**config.mk**
```make
export PLATFORM = sky130hd
export DESIGN_NAME = led_matrix_glyph_blit_and_scan
export DESIGN_NICKNAME = d
export VERILOG_FILES = /design/src/hdl/lmgb_pkg.sv /design/src/hdl/lmgb_store.sv /design/src/hdl/lmgb_blit.sv /design/src/hdl/lmgb_scan.sv /design/src/hdl/led_matrix_glyph_blit_and_scan.sv
export SDC_FILE = /design/constraint.sdc
export NUM_CORES = 1
export LEC_CHECK = 0
export BUFFER_PORTS_ARGS = -buffer_cell sky130_fd_sc_hd__buf_2
export CAP_MARGIN = 10
export CORE_ASPECT_RATIO = 1.25
export CORE_MARGIN = 2
export CORE_UTILIZATION = 30
export CTS_CLUSTER_DIAMETER = 120
export DETAILED_ROUTE_END_ITERATION = 10
export GPL_TIMING_DRIVEN = 0
export PLACE_DENSITY = 0.52
export SLEW_MARGIN = 25
export SYNTH_ARGS = -nofsm -noshare
export SYNTH_HDL_FRONTEND = slang
export SYNTH_HIERARCHICAL = 1
export SYNTH_SLANG_ARGS = --single-unit
```
**constraint.sdc**
```tcl
create_clock -name clk_i -period 8.3 [get_ports clk_i]
set_clock_uncertainty 0.05 [all_clocks]
set_input_delay 1.66 -clock clk_i [delete_from_list [all_inputs] [get_ports clk_i]]
set_output_delay 1.66 -clock clk_i [all_outputs]
set_load 0.03 [all_outputs]
```
**src/hdl/lmgb_pkg.sv**
```systemverilog
// ----------------------------------------------------------------------------
// lmgb_pkg
// Shared constants, types and font table for the LED matrix glyph blitter
// and scan block.
// ----------------------------------------------------------------------------
package lmgb_pkg;

  localparam int unsigned ROWS_DEF          = 8;
  localparam int unsigned BYTES_PER_ROW_DEF = 8;
  localparam int unsigned GLYPH_COUNT_DEF   = 15;

  localparam int unsigned OP_W     = 2;
  localparam int unsigned GLYPH_W  = 4;
  localparam int unsigned COL_W    = 6;
  localparam int unsigned IN_DW    = 16;
  localparam int unsigned OUT_DW   = 8;
  localparam int unsigned OUT_UW   = 5;

  localparam int unsigned FONT_ENTRIES = 15;
  localparam int unsigned FONT_ROWS    = 8;

  // command codes
  localparam logic [OP_W-1:0] OP_CLEAR = 2'd0;
  localparam logic [OP_W-1:0] OP_DRAW  = 2'd1;
  localparam logic [OP_W-1:0] OP_SCAN  = 2'd2;

  // serializer step kinds
  localparam logic [1:0] STEP_DATA  = 2'd0;
  localparam logic [1:0] STEP_ROW   = 2'd1;
  localparam logic [1:0] STEP_LATCH = 2'd2;

  typedef struct packed {
    logic [1:0] kind;
    logic [2:0] bit_idx;
    logic       first_row;
    logic       last_row;
  } scan_step_t;

  // font rows, bit 4 is the leftmost column, 0 lights the LED
  localparam logic [4:0] FONT_ROM [FONT_ENTRIES][FONT_ROWS] = '{
    '{5'h11, 5'h0E, 5'h0E, 5'h0E, 5'h0E, 5'h0E, 5'h0E, 5'h11},
    '{5'h1B, 5'h13, 5'h1B, 5'h1B, 5'h1B, 5'h1B, 5'h1B, 5'h11},
    '{5'h19, 5'h16, 5'h0E, 5'h1E, 5'h1D, 5'h1B, 5'h17, 5'h00},
    '{5'h00, 5'h1D, 5'h1B, 5'h11, 5'h1E, 5'h1E, 5'h1E, 5'h01},
    '{5'h1D, 5'h19, 5'h15, 5'h0D, 5'h00, 5'h1D, 5'h1D, 5'h1D},
    '{5'h01, 5'h0F, 5'h0F, 5'h01, 5'h1E, 5'h1E, 5'h1E, 5'h01},
    '{5'h11, 5'h0F, 5'h0F, 5'h01, 5'h0E, 5'h0E, 5'h0E, 5'h11},
    '{5'h00, 5'h1D, 5'h1B, 5'h17, 5'h0F, 5'h0F, 5'h0F, 5'h0F},
    '{5'h11, 5'h0E, 5'h0E, 5'h11, 5'h0E, 5'h0E, 5'h0E, 5'h11},
    '{5'h11, 5'h0E, 5'h0E, 5'h10, 5'h1E, 5'h1E, 5'h0E, 5'h11},
    '{5'h11, 5'h0E, 5'h0F, 5'h0F, 5'h0F, 5'h0F, 5'h0E, 5'h11},
    '{5'h18, 5'h17, 5'h0F, 5'h00, 5'h0F, 5'h0F, 5'h17, 5'h18},
    '{5'h03, 5'h0D, 5'h0E, 5'h0E, 5'h0E, 5'h0E, 5'h0D, 5'h01},
    '{5'h00, 5'h1B, 5'h1B, 5'h1B, 5'h1B, 5'h1B, 5'h1B, 5'h00},
    '{5'h00, 5'h1B, 5'h1B, 5'h1B, 5'h1B, 5'h1B, 5'h1B, 5'h1B}
  };

  function automatic logic [4:0] font_row(input logic [GLYPH_W-1:0] g,
                                          input logic [2:0] r);
    logic [4:0] bits;
    bits = 5'h1F;
    if (int'(g) < FONT_ENTRIES) begin
      bits = FONT_ROM[g][r];
    end
    return bits;
  endfunction

endpackage

```
**src/hdl/lmgb_store.sv**
```systemverilog
// ----------------------------------------------------------------------------
// lmgb_store
// Frame store: one write port, one read port with registered data.
// ----------------------------------------------------------------------------
module lmgb_store #(
  parameter int unsigned DEPTH = 64,
  parameter int unsigned AW    = 6
) (
  input  logic          clk_i,
  input  logic          we_i,
  input  logic [AW-1:0] waddr_i,
  input  logic [7:0]    wdata_i,
  input  logic          re_i,
  input  logic [AW-1:0] raddr_i,
  output logic [7:0]    rdata_o
);

  logic [7:0] mem_q [DEPTH];
  logic [7:0] rdata_q;

  always_ff @(posedge clk_i) begin
    if (we_i) begin
      mem_q[waddr_i] <= wdata_i;
    end
  end

  always_ff @(posedge clk_i) begin
    if (re_i) begin
      rdata_q <= mem_q[raddr_i];
    end
  end

  assign rdata_o = rdata_q;

endmodule

```
**src/hdl/lmgb_blit.sv**
```systemverilog
// ----------------------------------------------------------------------------
// lmgb_blit
// Shift-and-merge unit: places one 5-bit glyph row at a bit offset and merges
// the covered bits into one byte of the store.
// ----------------------------------------------------------------------------
module lmgb_blit (
  input  logic [4:0] bits_i,
  input  logic [2:0] shift_i,
  input  logic       half_i,     // 0: left byte, 1: right neighbor
  input  logic [7:0] old_i,
  output logic [7:0] new_o
);

  logic [15:0] pat;
  logic [15:0] msk;
  logic [7:0]  pat_b;
  logic [7:0]  msk_b;

  always_comb begin
    pat   = {bits_i, 11'd0} >> shift_i;
    msk   = {5'h1F, 11'd0} >> shift_i;
    pat_b = half_i ? pat[7:0] : pat[15:8];
    msk_b = half_i ? msk[7:0] : msk[15:8];
    new_o = (old_i & ~msk_b) | (pat_b & msk_b);
  end

endmodule

```
**src/hdl/lmgb_scan.sv**
```systemverilog
// ----------------------------------------------------------------------------
// lmgb_scan
// Serializer position: row and in-row step counters, decoded into the step
// kind and the store address of the byte being shifted.
// ----------------------------------------------------------------------------
module lmgb_scan #(
  parameter int unsigned ROWS          = 8,
  parameter int unsigned BYTES_PER_ROW = 8,
  parameter int unsigned AW            = 6
) (
  input  logic                  clk_i,
  input  logic                  rst_ni,
  input  logic                  adv_i,
  output lmgb_pkg::scan_step_t  step_o,
  output logic [AW-1:0]         addr_o
);
  import lmgb_pkg::*;

  localparam int unsigned DataSteps = BYTES_PER_ROW * 8;
  localparam int unsigned RW = (ROWS > 1) ? $clog2(ROWS) : 1;
  localparam int unsigned OW = $clog2(DataSteps + 2);

  logic [RW-1:0] row_q, row_d;
  logic [OW-1:0] off_q, off_d;
  logic [5:0]    byte_idx;
  logic [10:0]   addr_w;

  always_comb begin
    byte_idx = 6'(BYTES_PER_ROW - 1) - 6'(off_q >> 3);
    addr_w   = 11'(row_q) * 11'(BYTES_PER_ROW) + 11'(byte_idx);
    addr_o   = addr_w[AW-1:0];

    step_o.bit_idx   = off_q[2:0];
    step_o.first_row = (row_q == '0);
    step_o.last_row  = (row_q == RW'(ROWS - 1));
    if (off_q == OW'(DataSteps)) begin
      step_o.kind = STEP_ROW;
    end else if (off_q == OW'(DataSteps + 1)) begin
      step_o.kind = STEP_LATCH;
    end else begin
      step_o.kind = STEP_DATA;
    end

    row_d = row_q;
    off_d = off_q;
    if (adv_i) begin
      if (off_q == OW'(DataSteps + 1)) begin
        off_d = '0;
        row_d = (row_q == RW'(ROWS - 1)) ? '0 : row_q + RW'(1);
      end else begin
        off_d = off_q + OW'(1);
      end
    end
  end

  always_ff @(posedge clk_i or negedge rst_ni) begin
    if (!rst_ni) begin
      row_q <= '0;
      off_q <= '0;
    end else begin
      row_q <= row_d;
      off_q <= off_d;
    end
  end

endmodule

```
**src/hdl/led_matrix_glyph_blit_and_scan.sv**
```systemverilog
// ----------------------------------------------------------------------------
// led_matrix_glyph_blit_and_scan
// Active-low LED frame store with glyph draw, clear and shift-register scan.
// ----------------------------------------------------------------------------
// One request is taken at a time and each gives one result. A scan tick reads
// the store as the request is taken, then loads the result. A draw uses the
// shared shift-and-merge unit, which rewrites up to two bytes per glyph row,
// reading one byte while writing the previous one through the single store
// port pair. A clear writes all ROWS*BYTES_PER_ROW store bytes, one a cycle,
// then gives its result. After reset the same fill pass runs before the first
// request is taken. Results wait in an output register, and the next request
// is taken while one is still pending there.
module led_matrix_glyph_blit_and_scan #(
  parameter int unsigned ROWS          = lmgb_pkg::ROWS_DEF,
  parameter int unsigned BYTES_PER_ROW = lmgb_pkg::BYTES_PER_ROW_DEF,
  parameter int unsigned GLYPH_COUNT   = lmgb_pkg::GLYPH_COUNT_DEF
) (
  input  logic                        clk_i,
  input  logic                        rst_ni,
  input  logic                        s_axis_tvalid,
  output logic                        s_axis_tready,
  input  logic [lmgb_pkg::IN_DW-1:0]  s_axis_tdata,  // glyph[3:0], column[9:4]
  input  logic [lmgb_pkg::OP_W-1:0]   s_axis_tuser,  // op[1:0]
  output logic                        m_axis_tvalid,
  input  logic                        m_axis_tready,
  output logic [lmgb_pkg::OUT_DW-1:0] m_axis_tdata,  // serial_data[0], row_data[1]
  output logic [lmgb_pkg::OUT_UW-1:0] m_axis_tuser   // data_shift[0], row_shift[1],
                                                     // latch[2], frame_end[3],
                                                     // bad_glyph[4]
);
  import lmgb_pkg::*;

  localparam int unsigned Depth     = ROWS * BYTES_PER_ROW;
  localparam int unsigned AW        = (Depth > 1) ? $clog2(Depth) : 1;
  localparam int unsigned GlyphRows = (ROWS < FONT_ROWS) ? ROWS : FONT_ROWS;
  localparam int unsigned DrawSteps = 2 * GlyphRows;

  localparam logic [1:0] ST_FILL = 2'd0;
  localparam logic [1:0] ST_IDLE = 2'd1;
  localparam logic [1:0] ST_DRAW = 2'd2;
  localparam logic [1:0] ST_EMIT = 2'd3;

  logic [1:0]          state_q, state_d;
  logic [AW-1:0]       fill_q, fill_d;
  logic                emit_after_q, emit_after_d;
  logic [4:0]          k_q, k_d;
  logic [GLYPH_W-1:0]  glyph_q, glyph_d;
  logic [COL_W-1:0]    col_q, col_d;
  logic                pend_scan_q, pend_scan_d;
  logic                pend_bad_q, pend_bad_d;
  scan_step_t          pend_step_q, pend_step_d;

  logic                m_valid_q, m_valid_d;
  logic [1:0]          m_data_q, m_data_d;
  logic [OUT_UW-1:0]   m_user_q, m_user_d;

  logic                s_fire;
  logic [OP_W-1:0]     in_op;
  logic [GLYPH_W-1:0]  in_glyph;
  logic [COL_W-1:0]    in_col;
  logic                bad;

  scan_step_t          scan_step;
  logic [AW-1:0]       scan_addr;
  logic                scan_adv;

  logic                st_we;
  logic [AW-1:0]       st_waddr;
  logic [7:0]          st_wdata;
  logic                st_re;
  logic [AW-1:0]       st_raddr;
  logic [7:0]          st_rdata;

  logic [4:0]          wk;
  logic [3:0]          rd_bidx, wr_bidx;
  logic [10:0]         rd_addr_w, wr_addr_w;
  logic                wr_in_range;
  logic [7:0]          blit_out;
  logic                out_load;
  logic                ser_bit;

  assign in_op    = s_axis_tuser;
  assign in_glyph = s_axis_tdata[GLYPH_W-1:0];
  assign in_col   = s_axis_tdata[GLYPH_W+COL_W-1:GLYPH_W];
  assign s_axis_tready = (state_q == ST_IDLE);
  assign s_fire   = s_axis_tvalid && s_axis_tready;
  assign bad      = (7'(in_glyph) >= 7'(GLYPH_COUNT)) ||
                    (7'(in_glyph) >= 7'(FONT_ENTRIES));
  assign scan_adv = s_fire && (in_op == OP_SCAN);

  lmgb_scan #(
    .ROWS          (ROWS),
    .BYTES_PER_ROW (BYTES_PER_ROW),
    .AW            (AW)
  ) u_scan (
    .clk_i  (clk_i),
    .rst_ni (rst_ni),
    .adv_i  (scan_adv),
    .step_o (scan_step),
    .addr_o (scan_addr)
  );

  // draw addressing: step k reads, step k-1 writes; bit 0 picks the byte half
  always_comb begin
    wk          = k_q - 5'd1;
    rd_bidx     = {1'b0, col_q[5:3]} + {3'd0, k_q[0]};
    wr_bidx     = {1'b0, col_q[5:3]} + {3'd0, wk[0]};
    rd_addr_w   = 11'(k_q[4:1]) * 11'(BYTES_PER_ROW) + 11'(rd_bidx);
    wr_addr_w   = 11'(wk[4:1]) * 11'(BYTES_PER_ROW) + 11'(wr_bidx);
    wr_in_range = (6'(wr_bidx) < 6'(BYTES_PER_ROW));
  end

  lmgb_blit u_blit (
    .bits_i  (font_row(glyph_q, wk[3:1])),
    .shift_i (col_q[2:0]),
    .half_i  (wk[0]),
    .old_i   (st_rdata),
    .new_o   (blit_out)
  );

  always_comb begin
    st_we    = 1'b0;
    st_waddr = fill_q;
    st_wdata = 8'hFF;
    st_re    = 1'b0;
    st_raddr = scan_addr;
    unique case (state_q)
      ST_FILL: begin
        st_we = 1'b1;
      end
      ST_IDLE: begin
        st_re = 1'b1;
      end
      ST_DRAW: begin
        st_re    = (k_q != 5'(DrawSteps));
        st_raddr = rd_addr_w[AW-1:0];
        st_we    = (k_q != 5'd0) && wr_in_range;
        st_waddr = wr_addr_w[AW-1:0];
        st_wdata = blit_out;
      end
      default: begin
      end
    endcase
  end

  lmgb_store #(
    .DEPTH (Depth),
    .AW    (AW)
  ) u_store (
    .clk_i   (clk_i),
    .we_i    (st_we),
    .waddr_i (st_waddr),
    .wdata_i (st_wdata),
    .re_i    (st_re),
    .raddr_i (st_raddr),
    .rdata_o (st_rdata)
  );

  assign ser_bit  = st_rdata[pend_step_q.bit_idx];
  assign out_load = (state_q == ST_EMIT) && (!m_valid_q || m_axis_tready);

  always_comb begin
    state_d      = state_q;
    fill_d       = fill_q;
    emit_after_d = emit_after_q;
    k_d          = k_q;
    glyph_d      = glyph_q;
    col_d        = col_q;
    pend_scan_d  = pend_scan_q;
    pend_bad_d   = pend_bad_q;
    pend_step_d  = pend_step_q;

    unique case (state_q)
      ST_FILL: begin
        fill_d = fill_q + AW'(1);
        if (fill_q == AW'(Depth - 1)) begin
          fill_d  = '0;
          state_d = emit_after_q ? ST_EMIT : ST_IDLE;
        end
      end
      ST_IDLE: begin
        if (s_fire) begin
          pend_scan_d = 1'b0;
          pend_bad_d  = 1'b0;
          pend_step_d = scan_step;
          state_d     = ST_EMIT;
          unique case (in_op)
            OP_CLEAR: begin
              fill_d       = '0;
              emit_after_d = 1'b1;
              state_d      = ST_FILL;
            end
            OP_DRAW: begin
              if (bad) begin
                pend_bad_d = 1'b1;
              end else begin
                glyph_d = in_glyph;
                col_d   = in_col;
                k_d     = '0;
                state_d = ST_DRAW;
              end
            end
            OP_SCAN: begin
              pend_scan_d = 1'b1;
            end
            default: begin
            end
          endcase
        end
      end
      ST_DRAW: begin
        k_d = k_q + 5'd1;
        if (k_q == 5'(DrawSteps)) begin
          state_d = ST_EMIT;
        end
      end
      ST_EMIT: begin
        if (out_load) begin
          state_d = ST_IDLE;
        end
      end
      default: begin
        state_d = ST_IDLE;
      end
    endcase
  end

  always_comb begin
    m_valid_d = m_valid_q && !m_axis_tready;
    m_data_d  = m_data_q;
    m_user_d  = m_user_q;
    if (out_load) begin
      m_valid_d = 1'b1;
      m_data_d  = {pend_scan_q && (pend_step_q.kind == STEP_ROW) && pend_step_q.first_row,
                   pend_scan_q && (pend_step_q.kind == STEP_DATA) && ser_bit};
      m_user_d  = {pend_bad_q,
                   pend_scan_q && (pend_step_q.kind == STEP_LATCH) && pend_step_q.last_row,
                   pend_scan_q && (pend_step_q.kind == STEP_LATCH),
                   pend_scan_q && (pend_step_q.kind == STEP_ROW),
                   pend_scan_q && (pend_step_q.kind == STEP_DATA)};
    end
  end

  always_ff @(posedge clk_i or negedge rst_ni) begin
    if (!rst_ni) begin
      state_q      <= ST_FILL;
      fill_q       <= '0;
      emit_after_q <= 1'b0;
      k_q          <= '0;
      pend_scan_q  <= 1'b0;
      pend_bad_q   <= 1'b0;
      m_valid_q    <= 1'b0;
    end else begin
      state_q      <= state_d;
      fill_q       <= fill_d;
      emit_after_q <= emit_after_d;
      k_q          <= k_d;
      pend_scan_q  <= pend_scan_d;
      pend_bad_q   <= pend_bad_d;
      m_valid_q    <= m_valid_d;
    end
  end

  always_ff @(posedge clk_i) begin
    glyph_q     <= glyph_d;
    col_q       <= col_d;
    pend_step_q <= pend_step_d;
    m_data_q    <= m_data_d;
    m_user_q    <= m_user_d;
  end

  assign m_axis_tvalid = m_valid_q;
  assign m_axis_tdata  = {6'd0, m_data_q};
  assign m_axis_tuser  = m_user_q;

`ifndef SYNTHESIS
  a_we_only_fill_or_draw: assert property (@(posedge clk_i) disable iff (!rst_ni)
    st_we |-> (state_q == ST_FILL) || (state_q == ST_DRAW))
    else $error("store written outside fill or draw");

  a_one_pulse_kind: assert property (@(posedge clk_i) disable iff (!rst_ni)
    m_axis_tvalid |-> $onehot0(m_axis_tuser[2:0]))
    else $error("more than one pulse kind in one result");

  a_frame_end_latch: assert property (@(posedge clk_i) disable iff (!rst_ni)
    (m_axis_tvalid && m_axis_tuser[3]) |-> m_axis_tuser[2])
    else $error("frame end without latch");

  a_scan_to_emit: assert property (@(posedge clk_i) disable iff (!rst_ni)
    scan_adv |=> (state_q == ST_EMIT) && pend_scan_q)
    else $error("scan request did not go straight to result");

  a_bad_no_draw: assert property (@(posedge clk_i) disable iff (!rst_ni)
    (s_fire && (in_op == OP_DRAW) && bad) |=> (state_q == ST_EMIT) && pend_bad_q)
    else $error("bad glyph request entered draw");
`endif

endmodule
```
== Word-level counts from Yosys, hierarchy flattened ==
Memories as Yosys holds them, arrays and structs flattened. A register that Yosys moved wholly into a read port is not among the register bits.
Index checks and enable logic that the tools add are counted.
W data, S select, Z words.

* RAM bits: 512
* Register bits: 51
* Latch bits: 0
* Memory bits (read-only): 640
* Memories kept: 2
* Output and inout bits: 15
* Input bits: 22

{| class="wikitable"
|+ Memories
! memory !! words !! width !! rd ports !! clocked after memory_dff !! wr ports !! RTL line !! RTL
|-
| (name not given) || 16 || 40 || 1 || 0 || 0 || lmgb_pkg.sv:63 || <nowiki>bits = FONT_ROM[g][r];</nowiki>
|-
| u_store.mem_q || 64 || 8 || 1 || 1 || 1 || lmgb_store.sv:18 || <nowiki>logic [7:0] mem_q [DEPTH];</nowiki>
|}

* Muxes and demuxes: 40
* Shifts and indexed selects: 2
* Bitwise logic cells: 7
* Multipliers: 0
* Add/sub/neg operators: 11
* Divide/modulo/power cells: 0
* Equal/unequal tests: 20
* Reductions and logical operators: 28
* Order comparisons: 6

{| class="wikitable"
|+ Operators by type and width
! kind !! number
|-
| $mux W40 || 2
|-
| $mux W5 || 6
|-
| $mux W6 || 5
|-
| $mux W8 || 3
|-
| $and A8 B8 Y8 || 2
|-
| $shr A16 B3 Y16 || 1
|-
| $shr A16 B3 Y16 const A || 1
|-
| $bmux W5 S3 || 1
|-
| $eq A7 B7 Y1 const B || 2
|-
| $add A6 B4 Y6 || 2
|-
| $mux W2 || 6
|-
| $pmux W6 S2 || 1
|-
| $reduce_and A4 Y1 || 3
|-
| $logic_and A1 B1 Y1 || 11
|-
| $pmux W5 S2 || 1
|-
| $add A3 B1 Y4 || 2
|-
| $eq A2 B2 Y1 const B || 4
|-
| $ge A4 B4 Y1 const B || 2
|-
| $lt A4 B4 Y1 const B || 2
|-
| $mux W1 || 8
|-
| $ne A2 B2 Y1 const B || 4
|-
| $not A8 Y8 || 1
|-
| $or A8 B8 Y8 || 1
|-
| $pmux W2 S4 || 1
|-
| other kinds (31) || 42
|}

== Longest topological paths before layout ==
Gate-level depths: netlist of the first run.

* Depth in word-level cells: 13
* Depth in mapped cells: 14
* Gate-level depth less buffers: 13

== Hierarchy ==
Netlist of the first run, hierarchy kept.

{| class="wikitable"
|+ Modules (own cells, without submodules)
! module !! seq. area each (sq um) !! instances !! area each (sq um) !! cells an instance
|-
| lmgb_store || 15615.0 || 1 || 20246.9 || 940
|-
| led_matrix_glyph_blit_and_scan || 1146.1 || 1 || 3255.6 || 348
|-
| lmgb_scan || 250.2 || 1 || 698.2 || 68
|-
| lmgb_blit || 0.0 || 1 || 459.2 || 66
|}

== Worst setup path after synthesis of the first run ==
Ideal clock, no wire load.

* Path type: register to register
* Start point: register glyph_q[1]
* End point: memory u_store.mem_q[0][3] (data pin)
* Setup time: 377 ps
* Setup slack: 4393 ps
* Data required time: 7873 ps
* Period minus slack after synthesis: 3907 ps
* Stages on the path, launching flop included: 14
* Arrival: 3480 ps
* Cells stage by stage: edfxtp_1 -> clkbuf_1 -> inv_1 -> ha_1 -> nor2b_2 -> or3_1 -> a32oi_1 -> o221ai_1 -> o311ai_1 -> mux2i_1 -> mux2i_1 -> nor3_1 -> a221oi_2 -> nand2b_1

* Cells in the longest elaborated chain, start to end: 13
* Elaborated cells on any way between the ends: 14

{| class="wikitable"
|+ RTL lines
! item !! RTL line !! RTL
|-
| start, declared || led_matrix_glyph_blit_and_scan.sv:47 || <nowiki>logic [GLYPH_W-1:0] glyph_q, glyph_d;</nowiki>
|-
| start signal, assigned || led_matrix_glyph_blit_and_scan.sv:265 || <nowiki>glyph_q <= glyph_d;</nowiki>
|-
| $not A4 Y5 (not written as such) || lmgb_pkg.sv:63 ||
|-
| $mem_v2 Z16 W40 || - ||
|-
| $mux W40 (not written as such) (2 in a row) || lmgb_pkg.sv:63 ||
|-
| $bmux W5 S3 || lmgb_pkg.sv:63 ||
|-
| $mux W5 (not written as such) (2 in a row) || lmgb_pkg.sv:63 ||
|-
| $mux W5 (*) || lmgb_pkg.sv:62 || <nowiki>if (int'(g) < FONT_ENTRIES) begin</nowiki>
|-
| $shr A16 B3 Y16 (*) || lmgb_blit.sv:20 || <nowiki>pat = {bits_i, 11'd0} >> shift_i;</nowiki>
|-
| $mux W8 (*) || lmgb_blit.sv:22 || <nowiki>pat_b = half_i ? pat[7:0] : pat[15:8];</nowiki>
|-
| $and A8 B8 Y8 (*) || lmgb_blit.sv:24 || <nowiki>new_o = (old_i & ~msk_b) | (pat_b & msk_b);</nowiki>
|-
| $or A8 B8 Y8 (*) || lmgb_blit.sv:24 ||
|-
| via blit_out[3] || led_matrix_glyph_blit_and_scan.sv:78 || <nowiki>logic [7:0] blit_out;</nowiki>
|-
| $mux W8 (*) || led_matrix_glyph_blit_and_scan.sv:127 || <nowiki>unique case (state_q)</nowiki>
|-
| via st_wdata[3] || led_matrix_glyph_blit_and_scan.sv:69 || <nowiki>logic [7:0] st_wdata;</nowiki>
|-
| end, declared || lmgb_store.sv:18 ||
|}

Mark *: on every way through the listed nets, which the timed path passes. The rest lies on a longest branch. The select of a mux whose other input is x is not followed.

== Worst setup path in the final report of the first run ==
* Start point: register k_q[0]
* End point: register u_store.rdata_q[0], in the netlist u_store/rdata_o[0] (read register of u_store.mem_q) (data pin)

* Cells in the longest elaborated chain, start to end: 3
* Elaborated cells on any way between the ends: 5

{| class="wikitable"
|+ RTL lines
! item !! RTL line !! RTL
|-
| start, declared || led_matrix_glyph_blit_and_scan.sv:46 || <nowiki>logic [4:0] k_q, k_d;</nowiki>
|-
| start signal, assigned || led_matrix_glyph_blit_and_scan.sv:257 || <nowiki>k_q <= k_d;</nowiki>
|-
| $add A3 B1 Y4 || led_matrix_glyph_blit_and_scan.sv:106 || <nowiki>rd_bidx = {1'b0, col_q[5:3]} + {3'd0, k_q[0]};</nowiki>
|-
| $add A6 B4 Y6 || led_matrix_glyph_blit_and_scan.sv:108 || <nowiki>rd_addr_w = 11'(k_q[4:1]) * 11'(BYTES_PER_ROW) + 11'(rd_bidx);</nowiki>
|-
| $mux W6 || led_matrix_glyph_blit_and_scan.sv:127 ||
|-
| via st_raddr[0] || led_matrix_glyph_blit_and_scan.sv:71 || <nowiki>logic [AW-1:0] st_raddr;</nowiki>
|-
| end, declared || lmgb_store.sv:19 || <nowiki>logic [7:0] rdata_q;</nowiki>
|}

The timed path passes the listed nets, and every way through them passes these cells.
A chain may end at the register's enable or synchronous reset.

==> results of run 1 <==
-- layer usage --
metal	routed length, microns	share of wire	up-vias	global-route usage
met5	0	0	-	0
met4	2334	0.037	0	0.05540
met3	3977	0.063	125	0.02247
met2	32030	0.51	546	0.2531
met1	24930	0.39	7129	0.1893
li1	-	-	5867	-
-- final cells by class --
class | count | area, sq um
Inverter | 28 | 105.1
Fill cell | 7768 | 53180
Buffer | 93 | 614.3
Clock inverter | 40 | 385.4
Tap cell | 1071 | 1340
Sequential cell | 571 | 17010
Timing Repair Buffer | 28 | 207.7
Multi-Input combinational cell | 735 | 7024
Clock buffer | 70 | 1528
-- per-stage QoR --
stage          cell area (sq um)  total power (W)  instances
2_1_floorplan              24680         0.005764       1427
5_1_grt                    28220         0.009828       2636
3_5_place_dp               26300         0.006864       2526
4_1_cts                    28220         0.009513       2636
6_report                   28220         0.009425       2636
3_3_place_gp               26140         0.006798       2522
-- cell families after synthesis --
family | after synthesis
simple gates | 316
flops | 571
compound gates | 173
buf+inv | 121
mux | 194
fa+ha+maj | 30
other cells | 1
xor+xnor | 16
-- worst max-delay path by stage --
stage,end,slack [ns],startpoint,depth (start not counted)
after detailed placement,u_store/rdata_o[2],3.31,state_q[0],12
after CTS,u_store/rdata_o[2],3.28,state_q[0],12
after floorplan,u_store/mem_q[0][3],4.39,glyph_q[1],13
final,u_store/rdata_o[0],3.27,k_q[0],12
after global routing,u_store/rdata_o[2],3.12,state_q[0],12
after global placement,u_store/mem_q[45][2],2.60,glyph_q[1],12
-- flip-flops by register name, summed over array words and instances (netlist names) --
register and flops:
state_q 2, pend_step_q 7, u_scan/off_q 7, col_q 6, u_store/rdata_o 8, pend_scan_q 1, u_scan/row_q 3, u_store/mem_q 512
k_q 5, emit_after_q 1, m_axis_tvalid 1, fill_q 6, m_axis_tuser 5, glyph_q 4, pend_bad_q 1, m_data_q 2
-- worst register-to-register path: cells and delay by family, from the launching register on --
family | cells | cell delay [ns]
AOI/OAI and AO/OA | 4 | 2.03
muxes | 1 | 0.27
adders and majority gates | 1 | 0.32
buffers and inverters | 6 | 1.60
DFF | 1 | 0.44
-- placed cells by master (no fill, tap or decap), drive strengths merged, types with 5 or more instances in the layout --
cell,count
nand2,54
mux4,128
inv,33
a211oi,5
dfrtp,27
edfxtp,544
clkinv,27
o211ai,6
o2111ai,5
conb,6
a21o,5
nand3,33
mux2,24
xnor2,13
or3,6
bufinv,6
and2,6
a221oi,10
o31ai,5
nor2,117
o22ai,12
buf,96
nand3b,5
o221ai,11
mux2i,42
nor3,18
and3,6
nand4,6
clkbuf,95
a21oi,36
o21ai,26
nor2b,25
o311ai,5
a31oi,6
nand2b,25
ha,29
-- power by group --
| group | switching [W] | internal (W) | total (W) |
|---|---|---|---|
| Combinational | 0.00194 | 0.00123 | 0.00317 |
| Clock | 0.00113 | 0.00151 | 0.00263 |
| Sequential | 0.0000875 | 0.00353 | 0.00362 |
==> results_dict.tcl, run 1 <==
set metrics [dict create \
    reg2reg_to "u_store/rdata_o[0]" \
    routed_wl_microns 63260 \
    holdPathStages 0 \
    dp_slack_ns 3.307 \
    cts_setup_buffers 0 \
    drtIter0Drc 1501 \
    final-setup-viol-count 0 \
    place.gp.congestion 0.8692 \
    synth-edff-count 544 \
    utilization 0.3467 \
    clock_latency_ns 0.63 \
    max_stage_delay_ns 0.86 \
    h-tree-depth 2 \
    initial_core_util 0.3030 \
    path_class "flip-flop to flip-flop" \
    post-synth-top-count-cell "edfxtp_1" \
    io_pins 37 \
    required_ns 8.56 \
    track_usage 0.1482 \
    syn2layout_area_growth_pct 14.42 \
    synth_top_area_cell "edfxtp_1" \
    vias_per_cell 5.185 \
    power.leakage_nw 9.153 \
    dp_hpwl_microns 41960 \
    core_sq_um 81390 \
    std_cell_rows 117 \
    hold_buffers 0 \
    period_share 0.6060 \
    wl_per_cell_microns 24.00 \
    power_density_nw_per_um2 334.0 \
    root_buffer "clkbuf_16" \
    vias 13670 \
    ff2ff_path_depth 12 \
    final_antenna_net_count 0 \
    dieArea_sq_um 84520 \
    path_clk_slew_ns 0.07 \
    r2r-start "k_q[0]" \
    muxShareOfSynthArea 0.1451 \
    die_h_microns 324.5 \
    rsz0062_at_grt "no" \
    fin_nets 1568 \
    drcViolationCount 0 \
    hold_viol_final 0 \
    synth_cell_types 89 \
    worst_pin_slew_ns 1.100 \
    synthSimpleGateAreaFrac 0.06358 \
    holdPathEnd "m_axis_tuser[4]" \
    cp-end-kind "flip-flop" \
    yosysTopAreaCellShare 0.6624 \
    synthAdderAreaFrac 0.01553 \
    yosys_warnings 6 \
    synth-compound-area-share 0.05008 \
    synthCells 1422 \
    avgSynthCellArea_sq_um 17.34 \
    status "complete, no violations" \
    synth_top_family_by_area "multiplexers" \
    diodes 0 \
    synth_commonest_cells "edfxtp_1, mux4_2, nor2_1" \
    grt_max_degree 65 \
    cp.arrival_ns 5.29 \
    clock_path_buffers 3 \
    die_w_microns 260.4 \
    worstHoldStart "pend_bad_q" \
    cts_made_buffers 59 \
    drv_cap 0 \
    synthesis.area_sq_um 24660 \
    hp-class "flip-flop to flip-flop" \
    grt_pass1_wl_microns 91980 \
    numPortBuffers 24 \
    cp.buffers_inverters 6 \
    crit_chain "inv_1, ha_1, o21ai_0, buf_6, buf_12, buf_12, buf_4, buf_4, mux2i_1, a22oi_1, a221oi_1, o2bb2ai_1" \
    finalCriticalPeriod_ns 5.030 \
    synth_area_leaders "edfxtp_1, mux4_2, dfrtp_1" \
    ir_drop_mv 0.1752 \
    worst_slack_ns 3.270 \
    antenna_found_initial 1 \
    max_freq_ghz 0.1988 \
    cts_resized 0 \
    slowest_stage "o21ai_0" \
    crit_family "compound AO/OA/AOI/OAI gates" \
    drtPass1Iterations 6 \
    setup_tns_ns 0 \
    grt_pass1_vias 13610 \
    maxSlewHeadroom 0.2587 \
    whs_ns 0.4052 \
    async_flop_share 0.04729 \
    path_max_fanout 10 \
    start_kind "flip-flop" \
    grt_overflow_total 0 \
    cts_tree "done" \
    slew_violations 0 \
    cts_sinks 571 \
    ys_seq_elements 571 \
    drive_above_1_share 0.2332 \
    rrSetupSlack_ns 3.27 \
    seq_area_frac_synth 0.6898 \
    synthFlopType "edfxtp_1" \
    synth_xor_area_frac 0.006596 \
]
Note: power is estimated with default switching activity, not from simulation.
==> run 2: changes to the inputs <==
==> constraint.sdc (replaced) <==
create_clock -name clk_i -period 4.95 [get_ports clk_i]
set_clock_uncertainty 0.05 [all_clocks]
set_input_delay 0.99 -clock clk_i [delete_from_list [all_inputs] [get_ports clk_i]]
set_output_delay 0.99 -clock clk_i [all_outputs]
set_load 0.03 [all_outputs]
==> run 2 against run 1 <==
  * Critical path depth fell by 1
  * Die area unchanged
  * Wire length down 0.20%
  * Sequential share of layout area about the same
  * First-iteration DRC count fell by 2.1%
  * Power increased by 68%
  * Core utilization is essentially flat
  * Register-to-register slack lost 3.1 ns
  * Global-route usage unchanged
  * Critical endpoint unchanged
  * Critical path type unchanged
  * Cell area hardly changed
  * Setup slack got worse by 3.1 ns
==> results_dict.tcl, run 2 (synthesis gave the netlist of run 1 again) <==
set metrics [dict create \
    place.gp.congestion 0.8692 \
    fin_nets 1568 \
    cts_made_buffers 59 \
    cp.arrival_ns 5.03 \
    io_pins 37 \
    setup_tns_ns 0 \
    numPortBuffers 24 \
    antenna_found_initial 1 \
    layout_commonest_cell "edfxtp_1" \
    die_h_microns 324.5 \
    grt_pass1_wl_microns 91980 \
    ff2ff_path_depth 11 \
    final_cell_mix "edfxtp_1, mux4_2, nor2_1, clkbuf_16, nand2_1" \
    syn2layout_area_growth_pct 14.46 \
    die_w_microns 260.4 \
    slowest_stage "a221oi_1" \
    track_usage 0.1482 \
    worst_pin_slew_ns 1.065 \
    max_stage_delay_ns 0.79 \
    max_freq_ghz 0.2096 \
    clock_latency_ns 0.64 \
    h-tree-depth 2 \
    status "complete, no violations" \
    path_class "flip-flop to flip-flop" \
    cts_sinks 571 \
    drtPass1Iterations 8 \
    cp.buffers_inverters 5 \
    dp_slack_ns -0.04313 \
    cp-end-kind "flip-flop" \
    grt_overflow_total 0 \
    largest_reg_flops 512 \
    path_max_fanout 10 \
    required_ns 5.21 \
    r2r-start "state_q[0]" \
    rsz0062_at_grt "no" \
    cp_common_cell "clkbuf_1" \
    crit_family "buffers and inverters" \
    ir_drop_mv 0.2939 \
    dp_hpwl_microns 41960 \
    core_sq_um 81390 \
    multi_input_area_sq_um 7030 \
    root_buffer "clkbuf_16" \
    final-setup-viol-count 0 \
    crit_cells 11 \
    drtIter0Drc 1470 \
    reg2reg_to "u_store/rdata_o[0]" \
    drv_cap 0 \
    routed_wl_microns 63140 \
    place_area_sq_um 26300 \
    final_antenna_net_count 0 \
    clock_path_buffers 3 \
    power_w 0.01580 \
    stdcell_area_sq_um 28220 \
    worst_slack_ns 0.1795 \
    maxSlewHeadroom 0.2876 \
    cts_tree "done" \
    period_share 0.9637 \
    start_kind "flip-flop" \
    wl_per_cell_microns 23.95 \
    vias 13570 \
    vias_per_cell 5.148 \
    dieArea_sq_um 84520 \
    finalCriticalPeriod_ns 4.771 \
    path_clk_slew_ns 0.06 \
    slew_violations 0 \
    largest_register "u_store/mem_q" \
    hp-class "primary input to async pin" \
    power_density_nw_per_um2 559.7 \
    rrSetupSlack_ns 0.18 \
    initial_core_util 0.3030 \
    n_fill_cell 7768 \
    drive_above_1_share 0.2351 \
    diodes 0 \
    regArea_sq_um 17010 \
    grt_pass1_vias 13610 \
    hold_buffers 0 \
    crit_start "state_q[0]" \
    grt_max_degree 65 \
    std_cell_rows 117 \
    power.leakage_nw 9.162 \
    crit_chain "inv_1, ha_1, clkbuf_1, nor2_1, a21oi_1, buf_2, clkbuf_1, clkbuf_1, a221oi_1, a221oi_1, o2bb2ai_1" \
    hold_viol_final 0 \
    drcViolationCount 0 \
]
run 2: per-layer routing:
metal / part of all wire / track usage / up-vias
met1: 0.40 / 0.1893 / 7053
met3: 0.061 / 0.02247 / 126
li1: - / - / 5868
met5: 0 / 0 / -
met2: 0.50 / 0.2531 / 523
met4: 0.038 / 0.05540 / 0
run 2: where the power goes:
group	switching [W]	leakage (nW)	internal (W)
Combinational	0.00324	3.13	0.00207
Sequential	0.000148	5.09	0.00592
Clock	0.00189	0.942	0.00253
run 2: area by class of cell:
type	count	share of cell area
Buffer	93	0.02185
Clock buffer	70	0.05413
Clock inverter	40	0.01365
Inverter	28	0.003724
Multi-Input combinational cell	735	0.2491
Sequential cell	571	0.6027
Tap cell	1071	0.04748
Timing Repair Buffer	28	0.007359
run 2: per-stage QoR:
step / cells / utilization / hold WS, ns
floorplan: 1427 / - / 0.3748
global placement: 2522 / 0.3211 / 0.3875
detailed placement: 2526 / 0.3232 / 0.3954
CTS: 2636 / 0.3467 / 0.3433
global route: 2636 / 0.3468 / 0.3862
finish: 2636 / 0.3468 / 0.3406
run 2: timing repair:
item | 4_1_cts | 5_1_grt
endpoints found under the setup margin | 3 | 4
setup buffers | 0 | 0
cloned | 0 | 0
resized for setup | 2 | 4
run 2: worst max path at each step:
stage                                 to  slack [ns]
floorplan            u_store/mem_q[0][3]        1.04
global placement    u_store/mem_q[45][2]       -0.75
detailed placement    u_store/rdata_o[2]       -0.04
CTS                   u_store/rdata_o[2]        0.06
global route          u_store/rdata_o[0]        0.05
finish                u_store/rdata_o[0]        0.18
==> run 3: changes to the inputs <==
--- a/config.mk
+++ b/config.mk
@@ -5,6 +5,7 @@
 export SDC_FILE = /design/constraint.sdc
 export NUM_CORES = 1
 export LEC_CHECK = 0
+export ABC_AREA = 1
 export BUFFER_PORTS_ARGS = -buffer_cell sky130_fd_sc_hd__buf_2
 export CAP_MARGIN = 10
 export CORE_ASPECT_RATIO = 1.25
==> run 3 against run 2 <==
  * Core utilization hardly changed
  * Combinational power is 61% higher
  * First-iteration DRC count is 14% higher
  * Cell area is 5.1% higher
  * Synthesized cell count is 71% higher
  * Area after synthesis is 5.1% higher
  * Wire length is 28% higher
  * Setup slack better by 0.39 ns
  * Register-to-register slack better by 0.39 ns
  * Maximum frequency is 8.9% higher
  * Critical path depth stayed put
  * Critical endpoint is now u_store/mem_q[48][3]
  * Largest power group is now combinational logic
==> results_dict.tcl, run 3 <==
set metrics [dict create \
    cts_resized 0 \
    path_class "flip-flop to flip-flop" \
    clock_latency_ns 0.66 \
    dp_hpwl_microns 56980 \
    power_density_nw_per_um2 652.4 \
    largest_register "u_store/mem_q" \
    drive_above_1_share 0.1173 \
    die_w_microns 266.9 \
    stdcell_area_sq_um 29660 \
    drcViolationCount 0 \
    largest_reg_flops 512 \
    diodes 0 \
    ir_drop_mv 0.2766 \
    required_ns 5.24 \
    grt_pass1_wl_microns 118700 \
    fin_nets 2586 \
    vias_per_cell 5.046 \
    path_clk_slew_ns 0.06 \
    die_h_microns 332.7 \
    cts_setup_buffers 0 \
    ys_seq_elements 571 \
    hold_viol_final 0 \
    synth_area_leaders "edfxtp_1, nand2_1, nand3_1" \
    drtPass1Iterations 5 \
    drtIter0Drc 1679 \
    hold_buffers 0 \
    synth-edff-count 544 \
    std_cell_rows 120 \
    track_usage 0.1811 \
    core_sq_um 85580 \
    status "complete, no violations" \
    yosysTopAreaCellShare 0.6301 \
    maxSlewHeadroom 0.2474 \
    synthesis.area_sq_um 25930 \
    worst_pin_slew_ns 1.117 \
    cp.arrival_ns 4.67 \
    n_fill_cell 8539 \
    grt_overflow_total 0 \
    ff2ff_path_depth 11 \
    initial_core_util 0.3029 \
    start_kind "flip-flop" \
    drv_cap 0 \
    rrSetupSlack_ns 0.57 \
    final_cell_mix "nand2_1, edfxtp_1, nand3_1, nor2_1, buf_2" \
    period_share 0.8846 \
    yosys_warnings 6 \
    synthFlopType "edfxtp_1" \
    path_max_fanout 10 \
    synth_commonest_cells "nand2_1, edfxtp_1, nand3_1" \
    synth_cell_types 46 \
    syn2layout_area_growth_pct 14.39 \
    reg2reg_to "u_store/mem_q[48][3]" \
    cts_made_buffers 61 \
    synth_top_area_cell "edfxtp_1" \
    whs_ns 0.3260 \
    final_antenna_net_count 0 \
    cp-end-kind "flip-flop" \
    layout_commonest_cell "nand2_1" \
    wl_per_cell_microns 21.99 \
    numPortBuffers 24 \
    io_pins 37 \
    max_freq_ghz 0.2284 \
    dieArea_sq_um 88800 \
    power.leakage_nw 10.99 \
    root_buffer "clkbuf_16" \
    crit_start "k_q[0]" \
    antenna_found_initial 0 \
    cts_tree "done" \
    place.gp.congestion 0.9084 \
    h-tree-depth 2 \
    place_area_sq_um 27690 \
    slew_violations 0 \
    async_flop_share 0.04729 \
    seq_area_frac_synth 0.6561 \
    clock_path_buffers 3 \
    vias 18570 \
    final-setup-viol-count 0 \
    r2r-start "k_q[0]" \
    hp-class "primary input to async pin" \
    finalCriticalPeriod_ns 4.379 \
    post-synth-top-count-cell "nand2_1" \
    synthCells 2428 \
    cts_sinks 571 \
    avgSynthCellArea_sq_um 10.68 \
    routed_wl_microns 80940 \
    grt_max_degree 65 \
    grt_pass1_vias 17990 \
    rsz0062_at_grt "no" \
]
run 3: cell types whose count changed after synthesis, moves of 21 or more:
cell,delta
a21oi_1,-28
nand3_1,+488
nor2b_1,-23
buf_2,+21
nand2_1,+769
nand2b_1,-25
mux2i_1,-41
mux4_2,-128
buf_6,+35
inv_1,+34
run 3: how the worst max path moves through the flow:
stage | endpoint | slack, ns | depth (start not counted)
floorplan | u_store/mem_q[48][0] | 1.58 | 10
global placement | u_store/mem_q[49][1] | -0.04 | 10
detailed placement | u_store/mem_q[36][6] | 0.61 | 11
CTS | u_store/mem_q[48][2] | 0.60 | 11
global route | u_store/mem_q[48][5] | 0.42 | 11
finish | u_store/mem_q[48][3] | 0.57 | 11
run 3: cell type report:
type / count / area (sq um) / share of cell area
sequential: 571 / 17010 / 0.5736
multi-input combinational: 1638 / 7611 / 0.2566
clock buffer: 70 / 1560 / 0.05261
tap: 1098 / 1374 / 0.04633
buffer: 147 / 1086 / 0.03662
clock inverter: 42 / 409.1 / 0.01380
inverter: 77 / 306.5 / 0.01034
timing repair buffer: 38 / 297.8 / 0.01004
run 3: critical path: stages, from the launching register on:
cell	delay, ns
dfrtp_1	0.42
inv_1	0.26
ha_1	0.39
inv_2	0.11
buf_2	0.27
ha_1	0.29
nand2_1	0.07
o21ai_0	0.39
inv_1	0.31
nand4_1	0.45
nor4_2	0.75
buf_2	0.32
run 3: cell families after synthesis:
kind of cell	count (synthesis)	share of synthesized area
simple gates	1520	0.2536
compound gates	66	0.01404
flops	571	0.6561
fa+ha+maj	30	0.01477
xor+xnor	15	0.007239
mux	1	0.0003861
other cells	1	0.0001446
buf+inv	224	0.05371
run 3: power by group:
part / internal, W / switching [W]
clock network: 0.00257 / 0.00195
logic: 0.00240 / 0.00615
registers: 0.00613 / 0.000138
run 3: metrics by stage:
stage / total power, W / setup TNS [ns] / std cells / worst slack [ns] / util
finish: 0.01935 / 0 / 3681 / 0.5710 / 0.3465
global route: 0.02035 / 0 / 3681 / 0.4202 / 0.3465
CTS: 0.01937 / 0 / 3681 / 0.5960 / 0.3465
detailed placement: 0.01483 / 0 / 3569 / 0.6133 / 0.3235
global placement: 0.01461 / -0.5831 / 3555 / -0.04093 / 0.3206
floorplan: 0.01160 / 0 / 2433 / 1.581 / -
run 3: layer usage:
metal | part of all wire | vias up | wire length, microns | GRT usage
met4 | 0.031 | 0 | 2537 | 0.05893
li1 | - | 8603 | - | -
met3 | 0.060 | 127 | 4820 | 0.02465
met5 | 0 | - | 0 | 0
met1 | 0.40 | 9169 | 32020 | 0.2226
met2 | 0.51 | 675 | 41560 | 0.3252
